==> config.mk <==
export PLATFORM = sky130hd
export DESIGN_NAME = decimal_segment_display_encoder
export DESIGN_NICKNAME = d
export VERILOG_FILES = /design/src/dsde_pkg.sv /design/src/decimal_segment_display_encoder.sv
export SDC_FILE = /design/constraint.sdc
export NUM_CORES = 1
export LEC_CHECK = 0
export BUFFER_PORTS_ARGS = -buffer_cell sky130_fd_sc_hd__clkbuf_2
export CELL_PAD_IN_SITES_DETAIL_PLACEMENT = 1
export CELL_PAD_IN_SITES_GLOBAL_PLACEMENT = 2
export CORE_MARGIN = 2
export CORE_UTILIZATION = 39
export CTS_CLUSTER_SIZE = 25
export DETAILED_ROUTE_END_ITERATION = 10
export GPL_ROUTABILITY_DRIVEN = 0
export HOLD_SLACK_MARGIN = 0.05
export PLACE_DENSITY_LB_ADDON = 0.15
export SLEW_MARGIN = 20
export SYNTH_ARGS = -nofsm -noshare
export SYNTH_HDL_FRONTEND = slang
export SYNTH_SLANG_ARGS = --single-unit
export TNS_END_PERCENT = 50
==> constraint.sdc <==
create_clock -name i_clk -period 5.99 [get_ports i_clk]
set_input_delay 0.2995 -clock i_clk [delete_from_list [all_inputs] [get_ports i_clk]]
set_output_delay 0.2995 -clock i_clk [all_outputs]
set_load 0.01 [all_outputs]
==> src/dsde_pkg.sv <==
// types, constants and font functions for the decimal segment display encoder
// used by decimal_segment_display_encoder; depends on nothing else
package dsde_pkg;

    typedef struct packed {
        logic        kind;
        logic [31:0] number_value;
        logic [7:0]  char_code;
        logic [2:0]  char_position;
    } t_in_item;

    typedef struct packed {
        logic [2:0] digit_index;
        logic [7:0] segments_first;
        logic [7:0] segments_second;
        logic       overflow_shown;
        logic       last_write;
    } t_out_item;

    localparam logic KIND_NUMBER = 1'b0;
    localparam logic KIND_CHAR   = 1'b1;

    localparam logic [7:0] CHAR_SPACE = 8'h20;
    localparam logic [7:0] CHAR_ZERO  = 8'h30;
    localparam logic [7:0] CHAR_NINE  = 8'h39;
    localparam logic [7:0] CHAR_A     = 8'h41;
    localparam logic [7:0] CHAR_Z     = 8'h5A;
    localparam logic [7:0] CHAR_E     = 8'h45;
    localparam logic [7:0] CHAR_O     = 8'h4F;
    localparam logic [7:0] CHAR_R     = 8'h52;

    localparam logic [7:0] SEG_ALL = 8'hFF;

    // {first byte, second byte}
    localparam logic [15:0] FONT_DIGITS [10] = '{
        16'hFC28, 16'h6020, 16'hDB00, 16'hF300, 16'h6700,
        16'hB700, 16'hBF00, 16'hE400, 16'hFF00, 16'hF700
    };

    localparam logic [15:0] FONT_LETTERS [26] = '{
        16'hEF00, 16'hF150, 16'h9C00, 16'hF050, 16'h9F00,
        16'h8F00, 16'hBD00, 16'h6F00, 16'h9050, 16'h7800,
        16'h0E22, 16'h1C00, 16'h6CA0, 16'h6C82, 16'hFC00,
        16'hCF00, 16'hFC02, 16'hCF02, 16'hB700, 16'h8050,
        16'h7C00, 16'h0C28, 16'h6C0A, 16'h00AA, 16'h00B0,
        16'h9028
    };

    // power of ten, evaluated at elaboration
    function automatic logic [31:0] pow10(input int unsigned n);
        logic [31:0] acc;
        acc = 32'd1;
        for (int unsigned i = 0; i < n; i++) begin
            acc = acc * 32'd10;
        end
        return acc;
    endfunction

    // letter of the error text counted from its right end, space beyond it
    function automatic logic [7:0] error_char(input logic [2:0] k);
        logic [7:0] c;
        unique case (k)
            3'd0, 3'd2, 3'd3: c = CHAR_R;
            3'd1:             c = CHAR_O;
            3'd4:             c = CHAR_E;
            default:          c = CHAR_SPACE;
        endcase
        return c;
    endfunction

    // character code to {first, second} segment bytes
    function automatic logic [15:0] font_seg(input logic [7:0] code);
        logic [15:0] seg;
        logic [7:0]  ofs_d;
        logic [7:0]  ofs_l;
        ofs_d = code - CHAR_ZERO;
        ofs_l = code - CHAR_A;
        if (code == CHAR_SPACE) begin
            seg = 16'h0000;
        end else if (code >= CHAR_ZERO && code <= CHAR_NINE) begin
            seg = FONT_DIGITS[ofs_d[3:0]];
        end else if (code >= CHAR_A && code <= CHAR_Z) begin
            seg = FONT_LETTERS[ofs_l[4:0]];
        end else begin
            seg = {SEG_ALL, SEG_ALL};
        end
        return seg;
    endfunction

endpackage

==> src/decimal_segment_display_encoder.sv <==
// decimal segment display encoder: number or character in, segment beats by digit position out
// depends on dsde_pkg for the beat types, font and error text
//
//  channel  direction  handshake             payload
//  input    in         i_valid / o_ready     i_data  (dsde_pkg::t_in_item)
//  output   out        o_valid / i_ready     o_data  (dsde_pkg::t_out_item)
//
// four register stages: input capture with range check, digit engine, character
// register, font lookup into the output register; characters stream one per
// cycle while i_ready does not stall, and a number gives DIGIT_COUNT digits, one
// digit per cycle from the digit engine unless i_ready stalls; a character whose
// position is at or beyond DIGIT_COUNT is taken and dropped
// synchronous active-low reset clears the valid bits only; a stall on i_ready
// holds each stage whose next stage is full and back-pressures o_ready with
// nothing lost or repeated
module decimal_segment_display_encoder #(
    parameter int DIGIT_COUNT = 6
) (
    input  logic                 i_clk,
    input  logic                 i_rst_n,
    input  logic                 i_valid,
    output logic                 o_ready,
    input  dsde_pkg::t_in_item   i_data,
    output logic                 o_valid,
    input  logic                 i_ready,
    output dsde_pkg::t_out_item  o_data
);

    localparam logic [31:0] LIMIT    = dsde_pkg::pow10(DIGIT_COUNT);
    localparam logic [31:0] SCALE    = dsde_pkg::pow10(DIGIT_COUNT - 1);
    localparam int          VW       = $clog2(LIMIT);
    localparam logic [2:0]  LAST_POS = 3'(DIGIT_COUNT - 1);

    // stage 1: captured beat
    logic             r1_valid;
    logic             r1_kind;
    logic             r1_ovf;
    logic [VW-1:0]    r1_value;
    logic [7:0]       r1_code;
    logic [2:0]       r1_pos;

    // stage 2: digit engine
    logic             r2_busy;
    logic             r2_kind;
    logic             r2_ovf;
    logic             r2_seen;
    logic [VW-1:0]    r2_rem;
    logic [2:0]       r2_cnt;
    logic [7:0]       r2_code;
    logic [2:0]       r2_cpos;

    // stage 3: character register
    logic             r3_valid;
    logic [2:0]       r3_pos;
    logic [7:0]       r3_code;
    logic             r3_ovf;
    logic             r3_last;

    // stage 4: output register
    logic                 r4_valid;
    dsde_pkg::t_out_item  r4_data;

    logic             n_r1_keep;
    logic             s4_free;
    logic             s3_free;
    logic             e_fire;
    logic             e_done;
    logic             s1_take;
    logic [3:0]       e_digit;
    logic [VW+3:0]    e_sub;
    logic [VW+3:0]    e_rem10;
    logic [VW-1:0]    n_rem;
    logic             e_blank;
    logic [7:0]       e_code;
    logic [2:0]       e_pos;
    logic             e_last;
    logic [15:0]      f_seg;

    assign s4_free = !r4_valid || i_ready;
    assign s3_free = !r3_valid || s4_free;
    assign e_fire  = r2_busy && s3_free;
    assign e_done  = e_fire && e_last;
    assign s1_take = r1_valid && (!r2_busy || e_done);
    assign o_ready = !r1_valid || s1_take;

    // out-of-range character positions never enter the pipe
    assign n_r1_keep = i_valid && !(i_data.kind == dsde_pkg::KIND_CHAR
                                    && 32'(i_data.char_position) >= 32'(DIGIT_COUNT));

    // leading digit of the remainder against fixed multiples of the top scale
    always_comb begin
        e_digit = 4'd0;
        e_sub   = '0;
        for (int k = 1; k < 10; k++) begin
            if (r2_rem >= VW'(SCALE * k)) begin
                e_digit = 4'(k);
                e_sub   = (VW+4)'(LIMIT * k);
            end
        end
        e_rem10 = {1'b0, r2_rem, 3'b000} + {3'b000, r2_rem, 1'b0};
        n_rem   = VW'(e_rem10 - e_sub);
    end

    always_comb begin
        e_blank = (r2_cnt != LAST_POS) && (e_digit == 4'd0) && !r2_seen;
        if (r2_kind == dsde_pkg::KIND_CHAR) begin
            e_code = r2_code;
            e_pos  = r2_cpos;
            e_last = 1'b1;
        end else begin
            e_pos  = r2_cnt;
            e_last = (r2_cnt == LAST_POS);
            if (r2_ovf) begin
                e_code = dsde_pkg::error_char(LAST_POS - r2_cnt);
            end else if (e_blank) begin
                e_code = dsde_pkg::CHAR_SPACE;
            end else begin
                e_code = dsde_pkg::CHAR_ZERO + {4'd0, e_digit};
            end
        end
    end

    assign f_seg = dsde_pkg::font_seg(r3_code);

    // control state
    always_ff @(posedge i_clk) begin
        if (!i_rst_n) begin
            r1_valid <= 1'b0;
            r2_busy  <= 1'b0;
            r3_valid <= 1'b0;
            r4_valid <= 1'b0;
        end else begin
            if (o_ready) begin
                r1_valid <= n_r1_keep;
            end
            if (s1_take) begin
                r2_busy <= 1'b1;
            end else if (e_done) begin
                r2_busy <= 1'b0;
            end
            if (s3_free) begin
                r3_valid <= e_fire;
            end
            if (s4_free) begin
                r4_valid <= r3_valid;
            end
        end
    end

    // datapath
    always_ff @(posedge i_clk) begin
        if (o_ready) begin
            r1_kind  <= i_data.kind;
            r1_ovf   <= (i_data.number_value >= LIMIT);
            r1_value <= i_data.number_value[VW-1:0];
            r1_code  <= i_data.char_code;
            r1_pos   <= i_data.char_position;
        end
        if (s1_take) begin
            r2_kind <= r1_kind;
            r2_ovf  <= r1_ovf;
            r2_rem  <= r1_value;
            r2_seen <= 1'b0;
            r2_cnt  <= 3'd0;
            r2_code <= r1_code;
            r2_cpos <= r1_pos;
        end else if (e_fire) begin
            r2_rem  <= n_rem;
            r2_seen <= r2_seen || !e_blank;
            r2_cnt  <= r2_cnt + 3'd1;
        end
        if (s3_free) begin
            r3_pos  <= e_pos;
            r3_code <= e_code;
            r3_ovf  <= (r2_kind == dsde_pkg::KIND_NUMBER) && r2_ovf;
            r3_last <= e_last;
        end
        if (s4_free) begin
            r4_data.digit_index     <= r3_pos;
            r4_data.segments_first  <= f_seg[15:8];
            r4_data.segments_second <= f_seg[7:0];
            r4_data.overflow_shown  <= r3_ovf;
            r4_data.last_write      <= r3_last;
        end
    end

    assign o_valid = r4_valid;
    assign o_data  = r4_data;

endmodule
; After elaboration in Yosys (flattened, before gate mapping)
; Memory sizes are Yosys's and may differ from the RTL's.
; Index checks and enable logic that the tools add are counted.
[classes]
n_addsub = 7
order_cmp = 17
n_eq_ne = 7
n_mux = 34
bitwise = 3
reduce_logical = 27
[ops]
columns = cell, n
row1 = $mux W20, 11
row2 = $mux W16, 6
row3 = $ge A20 B20 Y1 const B, 4
row4 = $ge A20 B19 Y1 const B, 3
row5 = $ge A32 B20 Y1 const B, 1
row6 = $mux W4, 7
row7 = $pmux W7 S3, 1
row8 = $add A20 B20 Y20, 1
row9 = $ge A20 B17 Y1 const B, 1
row10 = $ge A20 B18 Y1 const B, 1
row11 = $sub A20 B20 Y20, 1
row12 = $mux W8, 2
row13 = $logic_and A1 B1 Y1, 10
row14 = $eq A8 B6 Y1 const B, 1
row15 = $ge A8 B6 Y1 const B, 1
row16 = $ge A8 B7 Y1 const B, 1
row17 = $le A8 B6 Y1 const B, 1
row18 = $le A8 B7 Y1 const B, 1
row19 = $add A6 B4 Y7 const A, 1
row20 = $logic_not A1 Y1, 7
row21 = $mux W7, 1
row22 = $eq A3 B2 Y1 const B, 2
row23 = $eq A3 B3 Y1 const B, 2
row24 = $ge A6 B6 Y1 const B, 1
row25 = 19 further kinds, 27
[word_totals]
regBits = 108
romBits = 768
inputBits = 48
output_inout_bits = 23
memories = 2
[mem_list]
columns = name, depth, word_bits, read_ports, rd_clocked_by_memory_dff, write_ports, line
row1 = (no name shown), 32, 16, 1, 0, 0, dsde_pkg.sv:83  ; seg = FONT_LETTERS[ofs_l[4:0]];
row2 = (no name shown), 16, 16, 1, 0, 0, dsde_pkg.sv:81  ; seg = FONT_DIGITS[ofs_d[3:0]];

; Longest topological paths before layout
; Gate-level depths: netlist of run 1.
[logic_depth]
ltp_word = 16
mapped_depth = 18
ltp_nobuf = 17

; Worst setup path after synthesis of run 1
; No wires, ideal clock.
[synth_path]
path_type = register to register
start = register r2_rem[11]
end = register r2_rem[18] (data pin)
setup_time_ns = 0.266
arrival_time_ns = 3.992
setup_slack_ns = 1.733
path_stages_with_launch = 18
path_buffers = 1
cell_sequence = edfxtp_1 > clkbuf_1 > nor4_1 > nor3_1 > nor4b_2 > o21ai_0 > a21oi_2 > nor2_1 > o21ai_0 > fa_1 > ha_1 > a21o_1 > a21o_1 > a21o_1 > a221oi_2 > a41oi_1 > a221oi_1 > o21ai_1
[synth_between]
elab_chain_cells = 13
elab_cells_between_ends = 22
cone_classes = add/sub: 2 / order compare: 9 / mux: 11
[synth_rtl]
columns = element, line
row1 = from (decl), decimal_segment_display_encoder.sv:47  ; logic [VW-1:0] r2_rem;
row2 = from (signal assigned), decimal_segment_display_encoder.sv:162  ; r2_rem <= r1_value;
row3 = from (signal assigned), decimal_segment_display_encoder.sv:168  ; r2_rem <= n_rem;
row4 = $ge A20 B17 Y1, decimal_segment_display_encoder.sv:95  ; if (r2_rem >= VW'(SCALE * k)) begin
row5 = $mux W20 (9 in a row), decimal_segment_display_encoder.sv:95
row6 = $sub A20 B20 Y20 (*), decimal_segment_display_encoder.sv:101  ; n_rem = VW'(e_rem10 - e_sub);
row7 = $mux W20 (*), decimal_segment_display_encoder.sv:167  ; end else if (e_fire) begin
row8 = $mux W20 (*), decimal_segment_display_encoder.sv:159  ; if (s1_take) begin
; Every way passes the cells marked *; elsewhere a longest branch is shown, timed or not. The select of a mux whose other input is x is not followed.
; A chain may end at the register's enable or synchronous reset.

; Final worst setup path of run 1
; Same ends and word-level chain as after synthesis.

==> flow_summary.ini, run 1 <==
[status]
status = completed

[synthesis]
synth_nets = 730
synth_commonest_cells = 99 x edfxtp_1, 68 x inv_1, 53 x a21oi_1
synth-seq-cells = 107
synth_cell_types = 71
synth_top_flop_cell = edfxtp_1
ys_async_sr_fraction_pct = 0
synth.most_common_cell = edfxtp_1
yosysWarnings = 0
synth-edff-count = 99
syn-mean-instance-area_sq_um = 10.5
yosys.area.top_type = edfxtp_1
syn_inst = 628
ys_seq_area_share_pct = 47.6
synth_top_area_share_pct = 45.2
yosys-top-cells-area = edfxtp_1 45%, ha_1 8.0%, a21oi_1 4.0%, inv_1 3.9%, fa_1 3.7%
syn_area_sq_mm = 0.00658

[placement]
place_ws_ns = 1.14
dpl.hpwl_mm = 12.7
port_buffers = 70

[clock_tree]
clkSinkCount = 107
clk_pin_slew_ns = 0.08
numCtsBuffers = 9
cts_tree = built
cts_setup_buffers = 0
cts_hold_buf = 0
clock_latency_ns = 0.36
ctsHtreeMaxLevel = 3
cts.repair.resized = 0
cts.path.max_buffers = 2
cts_root_buf = clkbuf_16

[drt]
routed.top_layer = met4
vias = 5060
ant_nets = 0
drc = 0
wl_per_cell_um = 18.5
m1WireLength_mm = 8.17
drtIter0Drc = 255
wl_mm = 16.9
wl_met3_um = 692
firstDrtPassIters = 4
met2_length_mm = 7.71
vias_per_cell = 5.54

[grt]
grt_max_degree = 36
grt_util_all_layers_pct = 19.7
antenna_found_initial = 0
grt_pass1_wl_mm = 27.7
grt_pass1_vias = 5173
grt_overflow = 0

[die]
rows = 47
io_pins = 71
die_w_um = 134
die_area_sq_mm = 0.0179
die_h_um = 134
start_util_pct = 39.8
core_area_sq_mm = 0.0165

[min_path]
hold_depth = 1
hp-class = in2reg

[worst_setup_path]
cpPeakStageDelay_ns = 0.58
worstSetupPathType = reg2reg
crit_top_cell = a21o_1
end_kind = flop
r2r_end = r2_rem[18]
rrSetupSlack_ns = 1.09
required_ns = 6.09
arrival_ns = 5.00
crit_buf_inv = 0
startpoint = r2_rem[11]
path_delay_family = compound AO/OA/AOI/OAI gates
crit_slowest_cell = edfxtp_1
crit_fanout = 10
worst-r2r-cell-count = 16
start_kind = flop
crit_chain = nor4_1, nor3_1, nor4b_2, o21ai_0, a21oi_2, nor2_1, o21ai_0, fa_1, ha_1, a21o_1, a21o_1, a21o_1, a221oi_2, a41oi_1, a221oi_1, o21ai_1
worstReg2RegStart = r2_rem[11]
path_depth = 16
endpoint = r2_rem[18]

[layout]
antennaDiodeCount = 0
layout-drive-gt1-share_pct = 16.5
seq_area_sq_mm = 0.00313
syn_to_final_growth_pct = 13.2
fin_nets = 790
multi_input_area_sq_mm = 0.00308
final_core_util_pct = 45.0
fill_cells = 1858

[sta]
hold_violations = 0
relSlewSlack_pct = 35.9
clock_skew_ns = 0.00983
whs_ns = 0.107
setup_viol = 0
tightest_slew_ns = 0.958
rsz0062_at_grt = false
timing.fmax_ghz = 0.204
layout_min_cycle_time_ns = 4.90
setup_slack_ns = 1.09
fin_crit_sh_pct = 81.7
slew_viol_final = 0
tns_ns = 0

[flow_run]
cap_violations = 0
[final cells by class]
type                    count  share of cell area [%]
clock inverters             7                    1.19
flip-flops and latches    107                    42.1
well taps                 220                    3.70
inverters                  70                    3.53
clock buffers               9                    3.03
repair buffers             74                    5.11
multi-input cells         426                    41.3
[flip-flops by register name, summed over array words and instances, names as in the netlist, 3 cells and up]
signal and cells:
r1_code 8, r2_rem 20, r2_code 8, r3_code 8
r3_pos 3, o_data 20, r1_value 20, r1_pos 3
r2_cnt 3, r2_cpos 3
[cell families after synthesis]
family | after synthesis | share of synthesized area (%)
DFF | 107 | 47.6
AOI/OAI and AO/OA | 191 | 19.0
buffers and inverters | 95 | 5.58
adders and majority gates | 54 | 11.6
and+or+nand+nor | 145 | 10.9
muxes | 12 | 2.07
xor gates and xnor gates | 24 | 3.20
[per-stage QoR]
step | cells | instance area [sq um]
6_report | 913 | 7440
5_1_grt | 913 | 7440
4_1_cts | 913 | 7440
3_5_place_dp | 897 | 7130
3_3_place_gp | 897 | 7130
2_1_floorplan | 628 | 6580
[how the worst min path moves through the flow]
stage / from / to / slack, ns
6_report: i_data[10] / r1_code[7] / 0.11
5_1_grt: i_data[5] / r1_code[2] / 0.09
2_1_floorplan: i_data[3] / r1_code[0] / 0.40
3_5_place_dp: r1_kind / r2_kind / 0.41
4_1_cts: i_data[0] / r1_pos[0] / 0.09
3_3_place_gp: r3_pos[2] / o_data[20] / 0.40
[metal layers]
layer	vias up	global-route usage, %
met1	2491	28.8
met5	-	0
met2	134	30.2
li1	2416	-
met3	19	2.57
met4	0	6.44
[layout by cell type, fill, tap and decap left out, drive strengths merged, types with 11 or more instances in the layout]
cell type,instances
ha,42
a31oi,11
fa,12
o21ai,50
nand2,44
clkbuf,79
a21oi,55
nor2,35
inv,74
edfxtp,99
nor3,11
xnor2,16
Power of run 1 is not shown: default switching activity piles up to over one toggle a cycle in this logic, so the estimate is an artifact.
==> run 2: changes to the inputs <==
Clock period 5.99 ns to 4.9 ns, I/O delays scaled along.
==> run 2 against run 1 <==
Count of clock-buffer cells in the layout is the same. Sequential share of layout area shrank 1.5 points. Global-route usage rose by 0.69 points. Sequential cell count is the same. Core utilization rose by 1.7 points. Cell area grew 3.7%. Cell count increased by 3.4%. Worst setup slack worse by 0.82 ns. Hold slack lost 0.045 ns. Clock skew grew 0.0052 ns. Critical endpoint is now r2_rem[19]. Largest cell class unchanged.
==> flow_summary.ini, run 2 (same netlist as run 1, synthesis figures left out) <==
[grt]
grt_util_all_layers_pct = 20.4
grt_pass1_wl_mm = 28.6
grt_max_degree = 36
antenna_found_initial = 0
grt_pass1_vias = 5414
grt_overflow = 0

[status]
status = completed

[drt]
ant_nets = 0
wl_mm = 17.4
firstDrtPassIters = 5
vias_per_cell = 5.49
drtIter0Drc = 299
wl_per_cell_um = 18.5
vias = 5185
drc = 0

[clock_tree]
cts_root_buf = clkbuf_16
clock_latency_ns = 0.37
clk_pin_slew_ns = 0.08
clkSinkCount = 107
cts_tree = built
numCtsBuffers = 9
cts.path.max_buffers = 2
ctsHtreeMaxLevel = 3

[placement]
port_buffers = 70
place_area_sq_mm = 0.00719
dpl.hpwl_mm = 12.9
dp.cells = 906

[worst_setup_path]
crit_fanout = 7
worstSetupPathType = reg2reg
end_kind = flop
required_ns = 4.97
start_kind = flop
arrival_ns = 4.70

[sta]
hold_violations = 0
slew_viol_final = 0
setup_viol = 0
fin_crit_sh_pct = 94.5
whs_ns = 0.0619
clock_skew_ns = 0.0150
timing.fmax_ghz = 0.216
layout_min_cycle_time_ns = 4.63
tightest_slew_ns = 0.924
relSlewSlack_pct = 38.2

[layout]
antennaDiodeCount = 0
fin_cells = 944
fin_nets = 821
syn_to_final_growth_pct = 17.3
final_cell_mix = 99 x edfxtp_1, 70 x clkbuf_2, 68 x inv_1
layout-drive-gt1-share_pct = 18.5
final_common_cell = edfxtp_1
stdcell_area_sq_mm = 0.00771

[die]
core_area_sq_mm = 0.0165
start_util_pct = 39.8
rows = 47
die_h_um = 134
io_pins = 71
die_w_um = 134
die_area_sq_mm = 0.0179

[flow_run]
cap_violations = 0

[min_path]
hp-class = in2reg
-- run 2: cell count changes in the layout (fill, tap and decap cells not counted), sizes merged --
| cell | before | now |
|---|---|---|
| dlygate4sd3 | 0 | 13 |
| buf | 4 | 22 |
-- run 2: final timing paths --
check	startpoint	to	slack (ns)	cells past startpoint
setup / recovery	r2_rem[12]	r2_rem[19]	0.27	16
setup reg to reg	r2_rem[12]	r2_rem[19]	0.27	16
hold / removal	i_data[16]	r1_value[5]	0.06	1
hold reg to reg	r1_code[1]	r2_code[1]	0.42	0
-- run 2: worst max-delay path: stages (launching register included) --
cell and delay, ns:
edfxtp_1 0.51, nor4_1 0.40, o31ai_1 0.14, a41o_1 0.22
o21ai_0 0.38, a21oi_2 0.14, a21oi_1 0.31, fa_1 0.47
inv_1 0.06, ha_1 0.29, a21o_1 0.20, a221o_2 0.36
a31oi_2 0.25, a211o_1 0.22, a31oi_1 0.11, xnor2_1 0.17
a21oi_1 0.09
-- run 2: repair_timing --
action / 4_1_cts / 5_1_grt
hold buffers: 9 / 4
hold endpoints to repair: 9 / 4
endpoints found under the setup margin: 0 / 3
gates resized for setup: 0 / 3
setup buffers: 0 / 9
-- run 2: metal layers --
metal | vias to the layer above | track usage [%] | part of all wire (%)
met3 | 27 | 3.02 | 4.2
met2 | 140 | 33.0 | 47
met1 | 2551 | 29.0 | 48
met5 | - | 0 | 0
li1 | 2467 | - | -
met4 | 0 | 4.61 | 1.4
-- run 2: stage by stage --
| stage | util (%) | setup slack, ns | setup TNS [ns] |
|---|---|---|---|
| 5_1_grt | 46.7 | -0.0200 | -0.0200 |
| 6_report | 46.7 | 0.270 | 0 |
| 3_5_place_dp | 43.5 | 0.144 | 0 |
| 3_3_place_gp | 43.5 | 0.186 | 0 |
| 4_1_cts | 46.0 | 0.116 | 0 |
| 2_1_floorplan | - | 0.643 | 0 |
-- run 2: area by class of cell --
cell class	instances	area [sq um]
multi-input combinational	426	3080
clock buffer	9	225
clock inverter	7	88.8
tap	220	275
timing repair buffer	105	646
fill	1821	8810
inverter	70	263
sequential	107	3130
Power of run 2 is left out for the same reason.
==> run 3: changes to the inputs <==
Settings changed: CORE_MARGIN 2 to 3.
==> run 3 against run 2 <==
Core utilization increased by 0.34 points. Sequential cell count unchanged. Largest cell class unchanged. First-iteration DRC count rose by 13%. Clock skew shrank 0.00070 ns. Maximum frequency up 1.1%. Cell area is 1.4% lower.
==> flow_summary.ini, run 3 (same netlist as run 1, synthesis figures left out) <==
[status]
status = completed

[grt]
grt_overflow = 0
grt_pass1_vias = 5329
grt_pass1_wl_mm = 28.0
grt_util_all_layers_pct = 19.4
grt_max_degree = 36
antenna_found_initial = 0

[clock_tree]
numCtsBuffers = 9
cts_root_buf = clkbuf_16
cts_tree = built
clock_latency_ns = 0.36
ctsHtreeMaxLevel = 3
clkSinkCount = 107
clk_pin_slew_ns = 0.08
cts.path.max_buffers = 2

[sta]
layout_min_cycle_time_ns = 4.58
slew_viol_final = 0
rsz0062_at_grt = false
whs_ns = 0.0624
tns_ns = 0
tightest_slew_ns = 0.921
fin_crit_sh_pct = 93.4
setup_viol = 0
timing.fmax_ghz = 0.218
hold_violations = 0
relSlewSlack_pct = 38.4
clock_skew_ns = 0.0143

[die]
io_pins = 71
rows = 46
die_w_um = 136
die_area_sq_mm = 0.0185
die_h_um = 136
start_util_pct = 40.7
core_area_sq_mm = 0.0162

[drt]
vias_per_cell = 5.45
wl_mm = 17.2
drc = 0
wl_per_cell_um = 18.6
drtIter0Drc = 338
firstDrtPassIters = 4
vias = 5060
ant_nets = 0

[min_path]
hold_depth = 1
hp-class = in2reg

[placement]
place_area_sq_mm = 0.00718
dpl.hpwl_mm = 12.8
port_buffers = 70

[layout]
stdcell_area_sq_mm = 0.00761
layout-drive-gt1-share_pct = 18.1
final_cell_mix = 99 x edfxtp_1, 70 x clkbuf_2, 68 x inv_1
fin_nets = 810
antennaDiodeCount = 0
syn_to_final_growth_pct = 15.7
final_common_cell = edfxtp_1
fill_cells = 1810

[worst_setup_path]
start_kind = flop
end_kind = flop
arrival_ns = 4.72
worstSetupPathType = reg2reg
required_ns = 5.04
worst-r2r-cell-count = 17
crit_fanout = 7

[flow_run]
cap_violations = 0
## run 3: per-stage QoR
| step | worst slack [ns] | std cells | utilization (%) |
|---|---|---|---|
| 2_1_floorplan | 0.643 | 628 | - |
| 6_report | 0.322 | 929 | 47.0 |
| 3_5_place_dp | 0.267 | 901 | 44.4 |
| 5_1_grt | 0.0525 | 929 | 47.0 |
| 3_3_place_gp | 0.336 | 901 | 44.4 |
| 4_1_cts | 0.236 | 921 | 46.6 |
## run 3: critical path, cell delays in order (launching register included)
cell and delay [ns]:
edfxtp_1 0.49, and3_1 0.25, a311o_1 0.38, a31oi_1 0.20, o21ai_1 0.16, a21oi_2 0.20, nor2_1 0.06, o21ai_0 0.23
fa_1 0.48, ha_1 0.38, a21o_1 0.19, a21o_1 0.18, a21o_1 0.20, a221oi_2 0.33, buf_4 0.17, o21bai_1 0.07
xnor2_1 0.13, o21ai_0 0.27
## run 3: timing repair
item                       4_1_cts  5_1_grt
resized for setup                0        3
hold buffers                     4        2
buffers inserted                 0        6
setup endpoints to repair        0        4
hold endpoints to repair         4        2
## run 3: final timing paths
path / from / to / slack, ns
max: r2_rem[8] / r2_rem[14] / 0.32
min: i_data[3] / r1_code[0] / 0.06
max reg2reg: r2_rem[8] / r2_rem[14] / 0.32
min reg2reg: r3_ovf / o_data[1] / 0.42
## run 3: layer usage
layer	GRT usage [%]	part of all wire (%)	up-vias	wire [um]
met5	0	0	-	0
met4	4.14	1.1	0	186
met3	3.66	3.8	15	647
met2	30.6	46	112	7900
met1	28.0	49	2481	8510
li1	-	-	2452	-
## run 3: area by class of cell
cell class	count	area, sq um	share of cell area, %
multi-input cells	426	3080	40.5
inverters	70	263	3.45
well taps	216	270	3.55
clock inverters	7	86.3	1.14
repair buffers	94	546	7.17
flip-flops and latches	107	3130	41.2
clock buffers	9	225	2.96
Power of run 3 is left out for the same reason.
